--- src/hdl/irms_pkg.sv ---
// ----------------------------------------------------------------------------
// irms_pkg
// Shared types and codes for the ir mark/space sequencer.
// ----------------------------------------------------------------------------
package irms_pkg;

  // item kind carried on the func field
  localparam logic FUNC_WAVE = 1'b0;
  localparam logic FUNC_TICK = 1'b1;

  // segment word: carrier flag above a 16-bit duration
  localparam int unsigned DUR_W = 16;
  localparam int unsigned SEG_W = DUR_W + 1;

  typedef enum logic [1:0] {
    ST_OK        = 2'd0,
    ST_BUSY_REJ  = 2'd1,
    ST_EMPTY_REJ = 2'd2
  } status_code_t;

  typedef enum logic [2:0] {
    S_IDLE,
    S_EXEC,
    S_APP_MARK,
    S_APP_SPACE,
    S_START,
    S_LOAD,
    S_RESP
  } ctrl_state_t;

  // controller to datapath
  typedef struct packed {
    logic         capture;
    logic         append_mark;
    logic         append_space;
    logic         dec_ticks;
    logic         start_play;
    logic         fetch;
    logic         fetch_first;
    logic         load_seg;
    logic         finish;
    logic         set_status;
    status_code_t status_code;
  } irms_cmd_t;

  // datapath to controller
  typedef struct packed {
    logic func_tick;
    logic last_wave;
    logic busy_flag;
    logic rem_gt1;
    logic play_end;
    logic fill_zero;
  } irms_stat_t;

endpackage

--- src/hdl/irms_ram.sv ---
// ----------------------------------------------------------------------------
// irms_ram
// Generic single-write, single-read RAM with registered read data.
// ----------------------------------------------------------------------------
module irms_ram #(
  parameter int unsigned WIDTH = 17,
  parameter int unsigned DEPTH = 80
) (
  input  logic                     clk,
  input  logic                     we,
  input  logic [$clog2(DEPTH)-1:0] waddr,
  input  logic [WIDTH-1:0]         wdata,
  input  logic                     re,
  input  logic [$clog2(DEPTH)-1:0] raddr,
  output logic [WIDTH-1:0]         rdata
);

  logic [WIDTH-1:0] mem [DEPTH];
  logic [WIDTH-1:0] rdata_r;

  always_ff @(posedge clk) begin
    if (we) begin
      mem[waddr] <= wdata;
    end
    if (re) begin
      rdata_r <= mem[raddr];
    end
  end

  assign rdata = rdata_r;

endmodule

--- src/hdl/irms_ctrl.sv ---
// ----------------------------------------------------------------------------
// irms_ctrl
// Sequencing state machine: decodes one item and steps the datapath.
// ----------------------------------------------------------------------------
module irms_ctrl
  import irms_pkg::*;
(
  input  logic       clk,
  input  logic       rst_n,
  input  logic       start,
  output logic       busy,
  output logic       out_valid,
  input  irms_stat_t stat,
  output irms_cmd_t  cmd
);

  ctrl_state_t state_r;
  ctrl_state_t state_nxt;

  always_ff @(posedge clk) begin
    if (!rst_n) begin
      state_r <= S_IDLE;
    end else begin
      state_r <= state_nxt;
    end
  end

  always_comb begin
    state_nxt = state_r;
    cmd       = '0;
    out_valid = 1'b0;
    busy      = (state_r != S_IDLE);
    unique case (state_r)
      S_IDLE: begin
        if (start) begin
          cmd.capture = 1'b1;
          state_nxt   = S_EXEC;
        end
      end
      S_EXEC: begin
        if (!stat.func_tick) begin
          if (stat.busy_flag) begin
            cmd.set_status  = 1'b1;
            cmd.status_code = ST_BUSY_REJ;
            state_nxt       = S_RESP;
          end else begin
            state_nxt = S_APP_MARK;
          end
        end else if (!stat.busy_flag) begin
          state_nxt = S_RESP;
        end else if (stat.rem_gt1) begin
          cmd.dec_ticks = 1'b1;
          state_nxt     = S_RESP;
        end else if (stat.play_end) begin
          cmd.finish = 1'b1;
          state_nxt  = S_RESP;
        end else begin
          cmd.fetch = 1'b1;
          state_nxt = S_LOAD;
        end
      end
      S_APP_MARK: begin
        cmd.append_mark = 1'b1;
        state_nxt       = S_APP_SPACE;
      end
      S_APP_SPACE: begin
        cmd.append_space = 1'b1;
        state_nxt        = S_START;
      end
      S_START: begin
        if (!stat.last_wave) begin
          state_nxt = S_RESP;
        end else if (stat.fill_zero) begin
          cmd.set_status  = 1'b1;
          cmd.status_code = ST_EMPTY_REJ;
          state_nxt       = S_RESP;
        end else begin
          cmd.start_play  = 1'b1;
          cmd.fetch       = 1'b1;
          cmd.fetch_first = 1'b1;
          state_nxt       = S_LOAD;
        end
      end
      S_LOAD: begin
        cmd.load_seg = 1'b1;
        state_nxt    = S_RESP;
      end
      S_RESP: begin
        out_valid = 1'b1;
        state_nxt = S_IDLE;
      end
      default: begin
        state_nxt = S_IDLE;
      end
    endcase
  end

endmodule

--- src/hdl/irms_dp.sv ---
// ----------------------------------------------------------------------------
// irms_dp
// Segment store, fill/play counters, tick counter and result registers.
// ----------------------------------------------------------------------------
module irms_dp
  import irms_pkg::*;
#(
  parameter int unsigned MAX_SEGMENTS = 80
) (
  input  logic               clk,
  input  logic               rst_n,
  input  irms_cmd_t          cmd,
  output irms_stat_t         stat,
  input  logic               in_func,
  input  logic [DUR_W-1:0]   in_mark_len,
  input  logic [DUR_W-1:0]   in_space_len,
  input  logic               in_last_wave,
  output logic               out_carrier_gate,
  output logic               out_busy_res,
  output logic [1:0]         out_status,
  output logic               out_done_res
);

  localparam int unsigned AW    = $clog2(MAX_SEGMENTS);
  localparam int unsigned CNT_W = $clog2(MAX_SEGMENTS + 1);
  localparam logic [CNT_W-1:0] CNT_MAX = CNT_W'(MAX_SEGMENTS);

  // captured item
  logic             func_r;
  logic [DUR_W-1:0] mark_r;
  logic [DUR_W-1:0] space_r;
  logic             last_r;

  // playback state
  logic [CNT_W-1:0] fill_r;
  logic [CNT_W-1:0] play_r;
  logic [DUR_W-1:0] rem_r;
  logic             busy_flag_r;
  logic             carrier_r;
  status_code_t     status_r;
  logic             done_r;

  logic             we;
  logic [SEG_W-1:0] wdata;
  logic [AW-1:0]    raddr;
  logic [SEG_W-1:0] rdata;
  logic             has_room;

  assign has_room = (fill_r < CNT_MAX);

  always_comb begin
    we    = 1'b0;
    wdata = {1'b0, space_r};
    if (cmd.append_mark) begin
      we    = (mark_r != '0) && has_room;
      wdata = {1'b1, mark_r};
    end else if (cmd.append_space) begin
      we    = (space_r != '0) && has_room;
      wdata = {1'b0, space_r};
    end
  end

  assign raddr = cmd.fetch_first ? '0 : play_r[AW-1:0];

  irms_ram #(
    .WIDTH (SEG_W),
    .DEPTH (MAX_SEGMENTS)
  ) u_seg_ram (
    .clk   (clk),
    .we    (we),
    .waddr (fill_r[AW-1:0]),
    .wdata (wdata),
    .re    (cmd.fetch),
    .raddr (raddr),
    .rdata (rdata)
  );

  always_ff @(posedge clk) begin
    if (cmd.capture) begin
      func_r  <= in_func;
      mark_r  <= in_mark_len;
      space_r <= in_space_len;
      last_r  <= in_last_wave;
    end
  end

  always_ff @(posedge clk) begin
    if (!rst_n) begin
      fill_r      <= '0;
      play_r      <= '0;
      rem_r       <= '0;
      busy_flag_r <= 1'b0;
      carrier_r   <= 1'b0;
      status_r    <= ST_OK;
      done_r      <= 1'b0;
    end else begin
      if (cmd.capture) begin
        status_r <= ST_OK;
        done_r   <= 1'b0;
      end
      if (cmd.set_status) begin
        status_r <= cmd.status_code;
      end
      if (we) begin
        fill_r <= fill_r + 1'b1;
      end
      if (cmd.dec_ticks) begin
        rem_r <= rem_r - 1'b1;
      end
      if (cmd.start_play) begin
        busy_flag_r <= 1'b1;
        play_r      <= '0;
      end
      if (cmd.load_seg) begin
        carrier_r <= rdata[SEG_W-1];
        rem_r     <= rdata[DUR_W-1:0];
        play_r    <= play_r + 1'b1;
      end
      if (cmd.finish) begin
        carrier_r   <= 1'b0;
        busy_flag_r <= 1'b0;
        rem_r       <= '0;
        fill_r      <= '0;
        play_r      <= '0;
        done_r      <= 1'b1;
      end
    end
  end

  always_comb begin
    stat.func_tick = (func_r == FUNC_TICK);
    stat.last_wave = last_r;
    stat.busy_flag = busy_flag_r;
    stat.rem_gt1   = (rem_r > DUR_W'(1));
    stat.play_end  = (play_r >= fill_r);
    stat.fill_zero = (fill_r == '0);
  end

  assign out_carrier_gate = carrier_r;
  assign out_busy_res     = busy_flag_r;
  assign out_status       = status_r;
  assign out_done_res     = done_r;

endmodule

--- src/hdl/ir_mark_space_sequencer.sv ---
// ----------------------------------------------------------------------------
// ir_mark_space_sequencer
// Loads mark/space pairs into a segment store and plays them as a carrier gate.
// ----------------------------------------------------------------------------
//
//  channel   | ports                                          | handshake
//  ----------+------------------------------------------------+-------------------
//  input     | in_func, in_mark_len, in_space_len, in_last_wave | start & !busy
//  result    | out_carrier_gate, out_busy_res, out_status,    | out_valid, 1 cycle
//            | out_done_res                                   |
//
//  - after acceptance a wave rejected as busy or a tick that loads no segment
//    goes from decode to the response, a tick that loads the next segment
//    fetches and loads it first, and a wave appends its mark, then its space,
//    and fetches and loads the first segment when it starts playback; the
//    steps follow from the segment store's single write port and registered read
//  - busy stays high until the cycle after the out_valid strobe, so the next
//    item is taken at the earliest in that cycle
//  - rst_n is synchronous; it clears counters, flags and the controller but
//    not the segment store, whose entries are only read below the fill count
//  - the receiver cannot stall: a result is presented for exactly one cycle
//
module ir_mark_space_sequencer
  import irms_pkg::*;
#(
  parameter int unsigned MAX_SEGMENTS = 80
) (
  input  logic             clk,
  input  logic             rst_n,
  // input item
  input  logic             start,
  output logic             busy,
  input  logic             in_func,
  input  logic [DUR_W-1:0] in_mark_len,
  input  logic [DUR_W-1:0] in_space_len,
  input  logic             in_last_wave,
  // result item
  output logic             out_valid,
  output logic             out_carrier_gate,
  output logic             out_busy_res,
  output logic [1:0]       out_status,
  output logic             out_done_res
);

  irms_cmd_t  cmd;
  irms_stat_t stat;

  // controller: decodes the captured item and walks the datapath through
  // append, start, fetch and response steps
  irms_ctrl u_ctrl (
    .clk       (clk),
    .rst_n     (rst_n),
    .start     (start),
    .busy      (busy),
    .out_valid (out_valid),
    .stat      (stat),
    .cmd       (cmd)
  );

  // datapath: segment ram, counters and the result registers
  irms_dp #(
    .MAX_SEGMENTS (MAX_SEGMENTS)
  ) u_dp (
    .clk              (clk),
    .rst_n            (rst_n),
    .cmd              (cmd),
    .stat             (stat),
    .in_func          (in_func),
    .in_mark_len      (in_mark_len),
    .in_space_len     (in_space_len),
    .in_last_wave     (in_last_wave),
    .out_carrier_gate (out_carrier_gate),
    .out_busy_res     (out_busy_res),
    .out_status       (out_status),
    .out_done_res     (out_done_res)
  );

endmodule

--- config.mk ---
export PLATFORM = sky130hd
export DESIGN_NAME = ir_mark_space_sequencer
export DESIGN_NICKNAME = d
export VERILOG_FILES = /design/src/hdl/irms_pkg.sv /design/src/hdl/irms_ram.sv /design/src/hdl/irms_ctrl.sv /design/src/hdl/irms_dp.sv /design/src/hdl/ir_mark_space_sequencer.sv
export SDC_FILE = /design/constraint.sdc
export NUM_CORES = 2
export LEC_CHECK = 0
export BUFFER_PORTS_ARGS = -buffer_cell sky130_fd_sc_hd__clkbuf_2
export CORE_MARGIN = 2
export CORE_UTILIZATION = 55
export CTS_CLUSTER_DIAMETER = 120
export CTS_CLUSTER_SIZE = 30
export DETAILED_ROUTE_END_ITERATION = 7
export GPL_TIMING_DRIVEN = 1
export HOLD_SLACK_MARGIN = 0.02
export PLACE_DENSITY = 0.85
export SLEW_MARGIN = 15
export SYNTH_ARGS = -nofsm -noshare
export SYNTH_HDL_FRONTEND = slang
export SYNTH_SLANG_ARGS = --single-unit
export TNS_END_PERCENT = 30
--- constraint.sdc ---
create_clock -name clk -period 4.1 [get_ports clk]
set_input_delay 1.23 -clock clk [delete_from_list [all_inputs] [get_ports clk]]
set_output_delay 1.23 -clock clk [all_outputs]
set_load 0.01 [all_outputs]
==> results.cfg <==
[run_status]
run_status = finished clean

[setup_path]
crit_path_end_kind = register
crit_path_max_fanout = 19
r2r_setup_slack_ns = 0.04
reg2reg_depth = 13
rr_endpoint = u_dp.u_seg_ram.rdata[8]$_DFFE_PP_
worst-setup-path-type = reg -> reg
cp-start-kind = register
cp.arrival_ns = 4.51
required_ns = 4.55
timing.rr.start = u_dp.fill_r[1]$_SDFFE_PP0P_

[timing]
fin_tns_setup_ns = 0
timing.fmax_mhz = 246.3
finalCritPeriodShare_pct = 99.04
finalSetupViolCount = 0
slew_viol_final = 0
slew_headroom_pct = 12.59
fin_hold_ws_ns = 0.5094
tightest_slew_ns = 1.307
period_needed_ns = 4.061
finalHoldViolations = 0
rsz0062_at_grt = no
fin_skew_ns = 0.03705

[drt]
postRouteAntennaNets = 0
wl_um = 154300
viasPerCell = 6.803
drc = 0
vias = 34777
wire_per_inst_um = 30.18
drtIter0Drc = 5462
firstDrtPassIters = 8

[power]
comb_power_share_pct = 7.6
switching_share_pct = 22.87
p_switching_mw = 5.918
p_leak_nw = 19.21
seqPwrFrac_pct = 65.9
vdd_drop_max_v = 0.0005792
power.internal_mw = 19.96
p_clk_share_pct = 26.5
power_density_mw_per_mm2 = 410.9

[final_layout]
register_area_mm2 = 0.04314
fillers = 7522
final_cell_area_mm2 = 0.06298
layout_common_cells = edfxtp_1 (1411), mux2i_1 (375), nor2_1 (287), buf_4 (229), a21oi_1 (143)
final_nets = 3725
diodes = 0
drive_gt1_share_pct = 12.71
multi_input_area_mm2 = 0.01420
final_common_cell = edfxtp_1
fin_cells = 5112
syn_to_final_growth_pct = 8.243
final_core_util_pct = 59.91

[clock_network]
clk_pin_slew_ns = 0.12
cts_tree = built
cts_buffer_depth = 3
clock_latency_ns = 0.68
clock-sinks = 1449
htreeDepth = 2
cts_root_buf = clkbuf_16
cts-buffers-inserted = 54

[floorplan]
rows = 119
chipWidth_um = 329.2
die_height_um = 329.2
die_area_mm2 = 0.1084
coreArea_mm2 = 0.1051
num_io_pins = 44
start_util_pct = 55.35

[run]
maxCapViolCount = 0

[yosys]
netlist_area_mm2 = 0.05818
synth_ff_type = edfxtp_1
synthCells = 3576
ys_types = 66
synth_edf_count = 1411
yosysSeqAreaShare_pct = 74.13
ys_ff_latch = 1449
yosysWarningCount = 0
avgSynthCellArea_um2 = 16.27
async_reset_ff_share_pct = 0
synth_nets = 3625

[worst_hold_path]
whs_endpoint = u_dp.out_status[0]$_SDFFE_PN0P_
hp-class = reg -> reg
min_from = u_dp.out_status[0]$_SDFFE_PN0P_
whs_path_depth = 2

[placed_design]
gp_congestion = 0.9746
dp_hpwl_um = 91000
dpl.cell_count = 5008
placed_cell_area_mm2 = 0.06135
io_buffers = 43

[global_routing]
grt_overflow = 0
first_global_vias = 33420
globalRouteTotalUtil_pct = 28.17
antenna_found_initial = 6
grt_start_max_net_pins = 116
grt_pass1_wl_um = 224900
-- power groups by stage --
| stage | logic, mW | registers (mW) | clock network (mW) |
|---|---|---|---|
| 4_1_cts | 1.90 | 17.0 | 6.83 |
| 2_1_floorplan | 0.929 | 17.3 | 0 |
| 6_report | 1.97 | 17.1 | 6.85 |
| 5_1_grt | 2.02 | 17.1 | 7.28 |
| 3_3_place_gp | 1.82 | 17.4 | 0 |
| 3_5_place_dp | 1.90 | 17.4 | 0 |
-- metal layers --
layer	track usage (%)	share of wire [%]	vias to the layer above
met2	43.88	46	2522
met5	0	0.036	-
met3	6.413	13	442
li1	-	-	14444
met1	38.42	36	17359
met4	12.31	5.0	10
-- cell families after synthesis --
family / Yosys count / synth area share, %
simple gates: 587 / 4.520
compound gates: 772 / 9.622
xor+xnor: 20 / 0.3011
fa+ha+maj: 12 / 0.2581
flops: 1449 / 74.13
mux: 477 / 9.432
buf+inv: 259 / 1.733
-- worst max-delay path, cell delays in order, from the launching register on --
cell	delay (ns)
dfxtp_1	0.47
clkinv_1	0.22
ha_1	0.24
nor4b_4	0.14
buf_4	0.17
a21o_4	0.31
buf_4	0.26
nand3_1	0.14
buf_4	0.26
a221oi_1	0.08
a2111oi_0	0.90
buf_4	0.25
a211oi_1	0.08
a2111o_1	0.32
-- per-stage QoR --
step | setup slack, ns | total power [mW]
4_1_cts | 0.02274 | 25.78
6_report | 0.03930 | 25.87
2_1_floorplan | 0.2553 | 18.27
3_5_place_dp | 0.04918 | 19.29
3_3_place_gp | -0.1530 | 19.20
5_1_grt | 0.02667 | 26.37
-- synthesized netlist by cell type, drive strengths merged, types with 4 or more instances --
cell type / number / share of area [%]
o311ai: 33 / 0.50
o32ai: 16 / 0.24
a22oi: 4 / 0.060
and2: 39 / 0.42
xnor2: 17 / 0.26
nor3b: 4 / 0.052
a2111oi: 67 / 1.0
nand2b: 38 / 0.41
nand3b: 4 / 0.052
o221ai: 21 / 0.32
mux2: 50 / 0.97
nand3: 29 / 0.25
ha: 12 / 0.26
and3: 4 / 0.043
nor3: 30 / 0.27
a21oi: 144 / 1.2
a32oi: 16 / 0.24
a2111o: 16 / 0.31
a21o: 21 / 0.27
o22a: 32 / 0.48
edfxtp: 1411 / 73
inv: 14 / 0.090
mux2i: 375 / 6.5
dfxtp: 38 / 1.3
o2bb2ai: 33 / 0.50
nand2: 119 / 0.77
clkbuf: 166 / 1.1
buf: 78 / 0.57
o211ai: 22 / 0.28
a211oi: 67 / 0.86
o21ai: 58 / 0.50
mux4: 52 / 2.0
o21a: 36 / 0.46
o22ai: 102 / 1.1
nor4: 16 / 0.17
nor2: 290 / 1.9
a221oi: 50 / 0.75
a211o: 16 / 0.24
-- timing repair --
| action | 4_1_cts | 5_1_grt |
|---|---|---|
| gates resized for setup | 0 | 5 |
| endpoints found under the setup margin | 0 | 10 |
| setup buffers | 0 | 3 |
| hold buffers | 0 | 0 |
-- layout make-up --
class                   count  area share [%]
clock inverters             2         0.06159
well taps                1391           2.764
clock buffers              99           2.448
multi-input cells        1868           22.55
inverters                  15         0.08940
repair buffers            288           3.580
flip-flops and latches   1449           68.51
-- state kept, by name (all words and copies together) (netlist names) --
signal / flops
u_dp.out_status: 2
u_dp.out_busy_res: 1
u_dp.space_r: 16
u_dp.out_done_res: 1
u_dp.play_r: 7
u_dp.func_r: 1
u_dp.out_carrier_gate: 1
u_dp.last_r: 1
u_dp.mark_r: 16
u_dp.rem_r: 16
u_dp.fill_r: 7
u_dp.u_seg_ram.rdata: 17
u_ctrl.state_r: 3
u_dp.u_seg_ram.mem: 1360
-- how the worst max path moves through the flow --
stage / cells past startpoint / endpoint / startpoint
after global placement: 11 / u_dp.u_seg_ram.rdata[9]$_DFFE_PP_ / u_dp.fill_r[0]$_SDFFE_PP0P_
final: 13 / u_dp.u_seg_ram.rdata[8]$_DFFE_PP_ / u_dp.fill_r[1]$_SDFFE_PP0P_
after CTS: 12 / u_dp.u_seg_ram.rdata[4]$_DFFE_PP_ / u_dp.fill_r[0]$_SDFFE_PP0P_
after detailed placement: 11 / u_dp.u_seg_ram.rdata[16]$_DFFE_PP_ / u_dp.fill_r[0]$_SDFFE_PP0P_
after floorplan: 6 / u_dp.u_seg_ram.mem[0][10]$_DFFE_PP_ / u_ctrl.state_r[2]$_SDFFE_PN0P_
after global routing: 12 / u_dp.u_seg_ram.rdata[11]$_DFFE_PP_ / u_dp.fill_r[1]$_SDFFE_PP0P_
Note: power is estimated with default switching activity, not from simulation.
